===== src/rtl/deadline_job_scheduler_macros.svh =====
// Assertion macros shared by the deadline job scheduler RTL.
// Depends on nothing; included by the files that carry assertions.
`ifndef DEADLINE_JOB_SCHEDULER_MACROS_SVH
`define DEADLINE_JOB_SCHEDULER_MACROS_SVH

// Same-cycle implication, disabled while reset is asserted.
`define DJS_ASSERT_IMP(label, clk, rst_n, ante, cons, msg) \
	label: assert property (@(posedge clk) disable iff (!rst_n) (ante) |-> (cons)) \
		else $error(msg);

// Next-cycle implication, disabled while reset is asserted.
`define DJS_ASSERT_NXT(label, clk, rst_n, ante, cons, msg) \
	label: assert property (@(posedge clk) disable iff (!rst_n) (ante) |=> (cons)) \
		else $error(msg);

`endif


===== src/rtl/djs_pkg.sv =====
// Package for the deadline job scheduler: field widths and the job record type.
// No dependencies.
`timescale 1ns / 1ps

package djs_pkg;

	localparam int ID_W         = 8;
	localparam int DL_W         = 16;
	localparam int PR_W         = 31;
	localparam int SLOT_W       = 5;
	localparam int MAX_JOBS_DEF = 32;

	typedef struct packed {
		logic [ID_W-1:0] id;
		logic [DL_W-1:0] deadline;
		logic [PR_W-1:0] profit;
	} job_t;

endpackage


===== src/rtl/djs_ram.sv =====
// Generic single-port-write, single-port-read RAM with a registered read.
// No dependencies.
`timescale 1ns / 1ps

module djs_ram #(
	parameter int WIDTH = 8,
	parameter int DEPTH = 32
) (
	input  logic                     clk,
	input  logic                     we,
	input  logic [$clog2(DEPTH)-1:0] waddr,
	input  logic [WIDTH-1:0]         wdata,
	input  logic [$clog2(DEPTH)-1:0] raddr,
	output logic [WIDTH-1:0]         rdata
);

	logic [WIDTH-1:0] mem [DEPTH];

	always_ff @(posedge clk) begin
		if (we) begin
			mem[waddr] <= wdata;
		end
		rdata <= mem[raddr];
	end

endmodule


===== src/rtl/deadline_job_scheduler.sv =====
// Top level of the deadline job scheduler: load, profit sort, slot fill, emit.
// Depends on djs_pkg, djs_ram and deadline_job_scheduler_macros.svh.
`timescale 1ns / 1ps

`include "deadline_job_scheduler_macros.svh"

// Jobs are loaded one word per cycle while busy is low. The word with last_job
// raises busy until the batch's results are out. For a batch of n jobs the profit
// sort runs on the single read port of the job memory (one comparison per cycle),
// the slot fill reads each job and searches down from its deadline for a free slot,
// and the emit pass reads the n slots in turn. Results come from the emit pass, one
// for each occupied slot and at most one per cycle, each in the cycle after its slot
// read; each is held for one cycle with strobe high and the receiver must take it.
module deadline_job_scheduler import djs_pkg::*; #(
	parameter int MAX_JOBS = MAX_JOBS_DEF
) (
	input  logic              clk,
	input  logic              arst_n,
	input  logic              start,
	output logic              busy,
	input  logic [ID_W-1:0]   job_id,
	input  logic [DL_W-1:0]   job_deadline,
	input  logic [PR_W-1:0]   job_profit,
	input  logic              last_job,
	output logic              strobe,
	output logic [ID_W-1:0]   sched_id,
	output logic [SLOT_W-1:0] sched_slot,
	output logic              sched_last
);

	localparam int IW = $clog2(MAX_JOBS);
	localparam int CW = $clog2(MAX_JOBS + 1);
	localparam int JW = $bits(job_t);

	localparam logic [3:0] ST_IDLE     = 4'd0;
	localparam logic [3:0] ST_SORT_I   = 4'd1;
	localparam logic [3:0] ST_SORT_CUR = 4'd2;
	localparam logic [3:0] ST_SORT_J   = 4'd3;
	localparam logic [3:0] ST_SORT_WB  = 4'd4;
	localparam logic [3:0] ST_ASG_RD   = 4'd5;
	localparam logic [3:0] ST_ASG_D    = 4'd6;
	localparam logic [3:0] ST_ASG_SCAN = 4'd7;
	localparam logic [3:0] ST_EMIT     = 4'd8;
	localparam logic [3:0] ST_DRAIN    = 4'd9;

	logic [3:0]          state_q;
	logic [CW-1:0]       count_q;
	logic [CW-1:0]       n_q;
	logic [CW-1:0]       i_q;
	logic [CW-1:0]       j_q;
	logic [CW-1:0]       s_q;
	job_t                cur_q;
	logic [ID_W-1:0]     id_q;
	logic [MAX_JOBS-1:0] taken_q;
	logic [IW-1:0]       last_q;
	logic                v_s1;
	logic [IW-1:0]       slot_s1;
	logic                last_s1;

	logic [CW-1:0] i_inc, j_inc, s_dec, n_next;
	logic [IW-1:0] s_idx;
	logic          full, accept, gt;

	logic          job_we;
	logic [IW-1:0] job_waddr, job_raddr;
	job_t          job_wdata, job_rd;
	logic [JW-1:0] job_rdata;

	logic            slot_we;
	logic [ID_W-1:0] slot_rdata;

	assign i_inc  = i_q + 1'b1;
	assign j_inc  = j_q + 1'b1;
	assign s_dec  = s_q - 1'b1;
	assign s_idx  = s_dec[IW-1:0];
	assign full   = (count_q == CW'(MAX_JOBS));
	assign n_next = full ? count_q : count_q + 1'b1;
	assign accept = start && !busy;
	assign job_rd = job_t'(job_rdata);
	assign gt     = (job_rd.profit > cur_q.profit);

	assign busy       = (state_q != ST_IDLE);
	assign strobe     = v_s1;
	assign sched_id   = slot_rdata;
	assign sched_slot = SLOT_W'(slot_s1);
	assign sched_last = v_s1 && last_s1;

	// The sort holds the entry at i in cur_q and swaps through the j entries,
	// so each comparison needs only one memory read.
	always_comb begin
		job_we    = 1'b0;
		job_waddr = i_q[IW-1:0];
		job_wdata = cur_q;
		job_raddr = i_q[IW-1:0];
		unique case (state_q)
			ST_IDLE: begin
				job_we    = accept && !full;
				job_waddr = count_q[IW-1:0];
				job_wdata = '{id: job_id, deadline: job_deadline, profit: job_profit};
			end
			ST_SORT_CUR: begin
				job_raddr = i_inc[IW-1:0];
			end
			ST_SORT_J: begin
				job_we    = gt;
				job_waddr = j_q[IW-1:0];
				job_raddr = j_inc[IW-1:0];
			end
			ST_SORT_WB: begin
				job_we = 1'b1;
			end
			default: begin
			end
		endcase
	end

	assign slot_we = (state_q == ST_ASG_SCAN) && (s_q != '0) && !taken_q[s_idx];

	djs_ram #(
		.WIDTH(JW),
		.DEPTH(MAX_JOBS)
	) u_job_ram (
		.clk  (clk),
		.we   (job_we),
		.waddr(job_waddr),
		.wdata(job_wdata),
		.raddr(job_raddr),
		.rdata(job_rdata)
	);

	djs_ram #(
		.WIDTH(ID_W),
		.DEPTH(MAX_JOBS)
	) u_slot_ram (
		.clk  (clk),
		.we   (slot_we),
		.waddr(s_idx),
		.wdata(id_q),
		.raddr(s_q[IW-1:0]),
		.rdata(slot_rdata)
	);

	always_ff @(posedge clk or negedge arst_n) begin
		if (!arst_n) begin
			state_q <= ST_IDLE;
			count_q <= '0;
			n_q     <= '0;
			i_q     <= '0;
			j_q     <= '0;
			s_q     <= '0;
			taken_q <= '0;
			last_q  <= '0;
			v_s1    <= 1'b0;
		end else begin
			v_s1 <= (state_q == ST_EMIT) && taken_q[s_q[IW-1:0]];
			unique case (state_q)
				ST_IDLE: begin
					if (accept) begin
						if (!full) begin
							count_q <= count_q + 1'b1;
						end
						if (last_job) begin
							n_q     <= n_next;
							i_q     <= '0;
							last_q  <= '0;
							state_q <= (n_next > CW'(1)) ? ST_SORT_I : ST_ASG_RD;
						end
					end
				end
				ST_SORT_I: begin
					state_q <= ST_SORT_CUR;
				end
				ST_SORT_CUR: begin
					j_q     <= i_inc;
					state_q <= ST_SORT_J;
				end
				ST_SORT_J: begin
					if (j_inc == n_q) begin
						state_q <= ST_SORT_WB;
					end else begin
						j_q <= j_inc;
					end
				end
				ST_SORT_WB: begin
					if (i_inc + 1'b1 < n_q) begin
						i_q     <= i_inc;
						state_q <= ST_SORT_I;
					end else begin
						i_q     <= '0;
						state_q <= ST_ASG_RD;
					end
				end
				ST_ASG_RD: begin
					state_q <= ST_ASG_D;
				end
				ST_ASG_D: begin
					if (job_rd.deadline > DL_W'(n_q)) begin
						s_q <= n_q;
					end else begin
						s_q <= CW'(job_rd.deadline);
					end
					state_q <= ST_ASG_SCAN;
				end
				ST_ASG_SCAN: begin
					if (s_q == '0 || !taken_q[s_idx]) begin
						if (s_q != '0) begin
							taken_q[s_idx] <= 1'b1;
							if (s_idx > last_q) begin
								last_q <= s_idx;
							end
						end
						if (i_inc == n_q) begin
							s_q     <= '0;
							state_q <= ST_EMIT;
						end else begin
							i_q     <= i_inc;
							state_q <= ST_ASG_RD;
						end
					end else begin
						s_q <= s_dec;
					end
				end
				ST_EMIT: begin
					if (s_q + 1'b1 == n_q) begin
						state_q <= ST_DRAIN;
					end else begin
						s_q <= s_q + 1'b1;
					end
				end
				ST_DRAIN: begin
					taken_q <= '0;
					count_q <= '0;
					state_q <= ST_IDLE;
				end
				default: begin
					state_q <= ST_IDLE;
				end
			endcase
		end
	end

	// Payload registers without reset.
	always_ff @(posedge clk) begin
		if (state_q == ST_SORT_CUR || (state_q == ST_SORT_J && gt)) begin
			cur_q <= job_rd;
		end
		if (state_q == ST_ASG_D) begin
			id_q <= job_rd.id;
		end
		slot_s1 <= s_q[IW-1:0];
		last_s1 <= (s_q[IW-1:0] == last_q);
	end

	`DJS_ASSERT_IMP(a_count_bound, clk, arst_n, 1'b1, count_q <= CW'(MAX_JOBS), "job count overflow")
	`DJS_ASSERT_IMP(a_sort_index, clk, arst_n, state_q == ST_SORT_J, (j_q > i_q) && (j_q < n_q), "sort index out of order")
	`DJS_ASSERT_IMP(a_scan_bound, clk, arst_n, state_q == ST_ASG_SCAN, s_q <= n_q, "slot scan beyond batch")
	`DJS_ASSERT_IMP(a_strobe_busy, clk, arst_n, strobe, busy, "result word outside a batch")
	`DJS_ASSERT_NXT(a_last_final, clk, arst_n, strobe && sched_last, !strobe, "result word after last")

endmodule

===== config.mk =====
export PLATFORM = sky130hd
export DESIGN_NAME = deadline_job_scheduler
export DESIGN_NICKNAME = d
export VERILOG_FILES = /design/src/rtl/djs_pkg.sv /design/src/rtl/djs_ram.sv /design/src/rtl/deadline_job_scheduler.sv
export VERILOG_INCLUDE_DIRS = /design/src /design/src/rtl
export SDC_FILE = /design/constraint.sdc
export NUM_CORES = 2
export LEC_CHECK = 0
export BUFFER_PORTS_ARGS = -buffer_cell sky130_fd_sc_hd__buf_4
export CAP_MARGIN = 25
export CORE_UTILIZATION = 46
export DETAILED_ROUTE_END_ITERATION = 12
export SYNTH_ARGS = -nofsm -noshare
export SYNTH_HDL_FRONTEND = slang
export SYNTH_SLANG_ARGS = --single-unit

===== constraint.sdc =====
create_clock -name clk -period 7.17 [get_ports clk]
set_input_delay 0.3585 -clock clk [delete_from_list [all_inputs] [get_ports clk]]
set_output_delay 0.3585 -clock clk [all_outputs]
set_load 0.1 [all_outputs]

; After elaboration in Yosys (flattened, before gate mapping)
; Memory sizes are Yosys's and may differ from the RTL's. A register that Yosys moved wholly into a read port is not among the register bits.
; Cells that the tools add are included.
[word_totals]
ramBits = 2016
output_inout_bits = 16
word_cells = 136
ff_bits = 141
memories = 2
input_bits = 59
[memory_table]
columns = name, words, word_bits, read_ports, rd_ports_with_merged_regs, wr, line
row1 = u_job_ram.mem, 32, 55, 1, 1, 1, djs_ram.sv:17  ; logic [WIDTH-1:0] mem [DEPTH];
row2 = u_slot_ram.mem, 32, 8, 1, 1, 1, djs_ram.sv:17
[classes]
bitwise = 1
n_lt_le_gt_ge = 8
reduce_logical = 31
eq_ne = 25
n_addsub = 6
mux = 48
[ops]
columns = cell, count
row1 = 6-bit two-way mux, 12
row2 = 32-bit two-way mux, 2
row3 = 32-bit case mux with 2 select lines, 1
row4 = 55-bit two-way mux, 1
row5 = 4-bit case mux with 9 select lines, 1
row6 = 6-bit case mux with 3 select lines, 2
row7 = 32-bit bitwise OR, 1
row8 = 31-bit > comparator, 1
row9 = "6-bit by 1-bit adder with 6-bit output, second input constant", 5
row10 = 5-bit case mux with 2 select lines, 3
row11 = 5-bit two-way mux, 5
row12 = 4-bit two-way mux, 6
row13 = 6-bit case mux with 2 select lines, 2
row14 = 6-bit == test, 3
row15 = "4-bit by 3-bit == test with 1-bit output, second input constant", 4
row16 = 16-bit by 6-bit > comparator with 1-bit output, 1
row17 = "5-bit by 6-bit less-than comparator with 1-bit output, second input constant", 2
row18 = "2-bit inequality test, second input constant", 6
row19 = 1-bit binary-select mux with 5-bit select, 2
row20 = 5-bit AND reduction, 2
row21 = 3-bit AND reduction, 3
row22 = "4-bit by 2-bit == test with 1-bit output, second input constant", 2
row23 = "4-bit == test, second input constant", 2
row24 = 1-bit logical AND, 8
row25 = 24 further kinds, 42

; Depth between registers and ports, before layout
[depth]
ltp_word = 9
ltp_mapped = 18
depth_no_buf = 12

; Hierarchy
; A second synthesis with hierarchy kept.
[hier_totals]
hier_cells = 5191
area_unflattened_um2 = 88342.2
[modules_own_cells]
columns = module, cells_per_inst, area_per_inst_um2, instances, seq_area_each_um2
row1 = djs_ram (u_job_ram), 3848, 69526.7, 1, 53951.7
row2 = djs_ram (u_slot_ram), 417, 10053.4, 1, 7847.5
row3 = deadline_job_scheduler, 926, 8762.2, 1, 3813.7

; Worst setup path before layout
; OpenSTA, ideal clock, no wires.
[synth_path]
path_kind = register to register
startpoint = reg state_q[2]
endpoint = mem u_job_ram.mem[0][0] in the netlist's numbering, enable pin
n_path_buf = 4
path_slack_ns = 0.626
setup_ns = 0.535
t_arrival_ns = 6.009
path_stages_with_launch = 11
t_required_ns = 6.635
synth_period_minus_slack_ns = 6.544
path_cell_list = dfrtp_1 buf_2 or2_2 clkbuf_1 nor3_1 clkbuf_1 clkinv_1 clkbuf_1 o221ai_1 nand2_1 nor3_1
[synth_via]
elab_chain_len = 7
elab_cells_between_ends = 11
cone_classes = 2 x eq/ne / 4 x mux / 5 x reduce/logical
[synth_rtl]
columns = element, line
row1 = "start, declared", deadline_job_scheduler.sv:46  ; logic [3:0] state_q;
row2 = "start signal, assigned", deadline_job_scheduler.sv:166  ; state_q <= (n_next > CW'(1)) ? ST_SORT_I : ST_ASG_RD;
row3 = 4-bit nonzero test, deadline_job_scheduler.sv:82  ; assign busy = (state_q != ST_IDLE);
row4 = 1-bit zero test, deadline_job_scheduler.sv:78  ; assign accept = start && !busy;
row5 = 1-bit logical AND, deadline_job_scheduler.sv:78
row6 = 1-bit logical AND, deadline_job_scheduler.sv:97  ; job_we = accept && !full;
row7 = 1-bit case mux with 3 select lines, deadline_job_scheduler.sv:95  ; unique case (state_q)
row8 = 1-bit two-way mux, djs_ram.sv:20  ; if (we) begin
row9 = 1-bit two-way mux (not written as such), djs_ram.sv:21  ; mem[waddr] <= wdata;
row10 = "end, declared", djs_ram.sv:17
; Several ways; a longest one is shown, not always the timed one.

; Worst setup path in the final report
[layout_path]
startpoint = reg cur_q[24] in the netlist's numbering
endpoint = mem u_job_ram.mem[25][3] in the netlist's numbering, enable pin
[layout_via]
elab_chain_len = 4
[layout_rtl]
columns = element, line
row1 = "start, declared", deadline_job_scheduler.sv:52  ; job_t cur_q;
row2 = "start signal, assigned", deadline_job_scheduler.sv:245  ; cur_q <= job_rd;
row3 = 31-bit > comparator, deadline_job_scheduler.sv:80  ; assign gt = (job_rd.profit > cur_q.profit);
row4 = 1-bit case mux with 3 select lines, deadline_job_scheduler.sv:95
row5 = 1-bit two-way mux, djs_ram.sv:20
row6 = 1-bit two-way mux (not written as such), djs_ram.sv:21
; No other way between the ends.

==> summary.txt <==
Timing
  • Setup TNS: 0 ns
  • Final worst path period need: 4.912 ns
  • Worst Skew: 0.02761 ns
  • # setup viols final: 0
  • Slew headroom: 18.89%
  • Unrepaired setup endpoints after global routing: false
  • Max-slew violation count: 0
  • Peak Freq: 203.6 MHz
  • Hold slack: 0.04476 ns
  • Worst slew pin tran: 1.217 ns
  • Fin crit share: 68.51%
  • Final number of hold-violating endpoints: 0

Setup path
  • Crit Path Max Fanout: 46
  • RR Startpoint: cur_q[24]
  • Crit path launch type: flip-flop
  • Crit-path most repeated cell: a21o_1
  • Critical path class: flip-flop to flip-flop
  • Slowest cell on the critical path: buf_4
  • Worst R2R Path Depth: 12
  • CP Launch Point: cur_q[24]
  • Crit-path cells: inv_1 -> ha_1 -> a21o_1 -> a21o_1 -> a21oi_1 -> o21ai_0 -> nor2_1 -> a41oi_1 -> a31oi_4 -> buf_12 -> nor3_2 -> buf_4
  • CP endpoint: u_job_ram.mem[25][3]
  • WP data arrival: 5.38 ns
  • Worst EP required: 7.64 ns
  • Worst stage delay on the critical path: 0.91 ns
  • Reg2Reg Setup Slack: 2.26 ns
  • FF-to-FF End: u_job_ram.mem[25][3]
  • Setup crit end kind: flip-flop

Clock network
  • Root Buffer: clkbuf_16
  • Cts bufs inserted: 220
  • Longest Clk Path Bufs: 3
  • Clock Sinks: 2220
  • Htree depth: 4
  • Skew-Pair Late Insertion Delay: 0.87 ns
  • TritonCTS clock tree: done
  • Worst-path clk slew: 0.06 ns
  • Setup bufs post-CTS: 0

Final layout
  • Layout cells sized above 1: 19.25%
  • Final instance area: 100800 µm²
  • Layout Nets: 4968
  • Most frequent cells in the layout: edfxtp_1 (2079), mux2i_1 (888), mux4_2 (315), clkbuf_16 (221), buf_4 (198)
  • Synthesis-to-finish area growth: 13.68%
  • Fillers: 14832
  • Fin cells: 7557
  • Most common cell after layout, fill and taps aside: edfxtp_1
  • Sequential Area: 65620 µm²
  • Area taken by multi-input logic gates: 22030 µm²

Detailed routing
  • Total number of vias: 43158
  • Wirelength per Cell: 27.52 µm
  • Routed met1 length: 92690 µm
  • DRT antenna net count: 0
  • DRC: 0
  • 1st-iter DRT viols: 3678
  • Via density: 5.711
  • Wire length on met3: 8712 µm
  • Met2 WL: 101700 µm
  • Detailed Route WL: 208000 µm
  • Max layer used: met5
  • DR pass1 iterations: 5

Floorplanning
  • Die area: 194500 µm²
  • Initial Utilization: 46.47%
  • DIE HEIGHT: 441.0 µm
  • Core Region: 190800 µm²
  • Die Span X: 441.0 µm
  • IO Count: 75
  • FP Rows: 160

Synthesis
  • EDFF count, synth: 2079
  • Synthesis-stage register bit count: 2220
  • Netlist cell types: 68
  • Synth top area cells: edfxtp_1 (70%), mux2i_1 (10%), mux4_2 (8.0%)
  • Asr flop ratio synth: 3.243%
  • Sequential-to-total area share from yosys stat: 74.00%
  • Post-Synthesis Cells: 4614
  • Total number of yosys warnings: 0
  • Dominant cell type by area after synthesis: edfxtp_1
  • Yosys top cell area share: 70.41%
  • Syn Nets: 4731
  • Synth Area per Inst: 19.22 µm²
  • Mapped cell area: 88670 µm²
  • Ys flop type: edfxtp_1

Placement
  • Placed instance area: 93170 µm²
  • Gpl congestion: 0.8105
  • HPWL after detailed placement: 116400 µm
  • Dpl cells: 7112
  • Port Buffers: 74

Run status
  • Status: completed

Global route
  • Vias in the first global route: 43642
  • Pin count of the biggest net entering global routing: 131
  • Initial antenna violation count: 4
  • Overflow after GRT: 0
  • Total GRT Usage: 21.41%
  • First-pass GRT wire length: 303000 µm

Pwr
  • Lkg Pwr: 37.98 nW
  • Final Power: 45.00 mW
  • Peak VDD IR: 0.0004340 V
  • Pwr Density: 446.4 nW/µm²

Job
  • Max Cap Viol: 0

Worst hold path
  • Type of the most critical hold path: input port to asynchronous set/reset pin
[worst max-delay path: cells and delay by family, from the launching register on]
kind                     cells  cell delay (ns)
AO/OA/AOI/OAI                6             1.62
adder cells (fa/ha/maj)      1             0.29
buffers and inverters        3             1.23
flip-flops                   1             0.33
AND/OR/NAND/NOR              2             0.97
[where the power goes]
part	switching (mW)	internal, mW
registers	0.566	17.7
logic	9.40	6.07
clock network	4.88	6.34
[state kept, by name, summed over array words and instances, names as in the netlist]
name	flops
count_q	6
cur_q	55
i_q	6
id_q	8
j_q	6
last_q	5
last_s1	1
n_q	6
s_q	6
sched_slot	5
state_q	4
strobe	1
taken_q	32
u_job_ram.mem	1760
u_job_ram.rdata	55
u_slot_ram.mem	256
u_slot_ram.rdata	8
[cell usage after synthesis (3+ instances only)]
cell type     n
edfxtp_1   2079
mux2i_1     888
mux4_2      315
nand2_1     169
buf_2       124
nor2_1      116
a22o_1      115
clkbuf_1     92
dfrtp_1      72
dfxtp_1      69
o21ai_0      66
ha_1         58
nor3_1       57
inv_1        55
a21oi_1      35
xnor2_1      31
o21a_1       28
a21o_1       27
nand3_1      27
buf_1        23
mux2_2       17
xor2_1       13
and3_1       12
nand2b_1     10
nor2b_1      10
nor4_1        8
o31ai_1       8
and2_1        6
o221ai_1      6
o22ai_1       6
buf_4         5
nand4_1       5
o21bai_1      5
a211oi_1      4
a31oi_1       4
and4_1        3
mux4_1        3
o221a_2       3
o22a_1        3
or2_2         3
[final cells by class]
cell class | instances | share of cell area [%]
Sequential cell | 2220 | 65.10
Multi-Input combinational cell | 2091 | 21.85
Clock buffer | 299 | 5.896
Tap cell | 2511 | 3.117
Timing Repair Buffer | 261 | 2.704
Clock inverter | 116 | 1.108
Inverter | 57 | 0.2123
Antenna cell | 2 | 0.004965
[stage by stage]
step                      utilization (%)  setup slack, ns
after detailed placement            48.84            2.179
after floorplan                         -           0.6256
after global routing                52.83            2.025
final                               52.83            2.258
after global placement              48.60            1.932
after CTS                           52.56            2.161
[how the worst min path moves through the flow]
stage                     depth (start not counted)              endpoint             start  slack (ns)
final                                             2           taken_q[19]            arst_n        0.04
after global routing                              3  u_job_ram.mem[1][41]  job_deadline[10]        0.03
after CTS                                         3  u_job_ram.mem[27][3]     job_profit[3]       0.005
after detailed placement                          1                strobe            arst_n        0.33
after global placement                            1                strobe            arst_n        0.32
after floorplan                                   0            count_q[0]            arst_n        0.06
[what timing repair did]
action | in CTS | in global routing
endpoints found under the hold margin | 69 | 7
resized for setup | 0 | 0
endpoints found under the setup margin | 0 | 0
hold buffers | 5 | 4
[logic make-up after synthesis]
logic type	count (synthesis)	share of synthesized area, %
DFF	2220	74.00
xor gates and xnor gates	45	0.4600
adders and majority gates	58	0.8185
AOI/OAI and AO/OA	327	2.676
and+or+nand+nor	438	2.218
muxes	1223	18.33
buffers and inverters	303	1.496
[per-layer routing]
metal	vias up	GRT usage [%]
met2	1020	34.97
li1	19059	-
met3	270	2.829
met4	2	6.016
met1	22807	30.21
met5	-	0
Note: power is estimated with default switching activity, not from simulation.
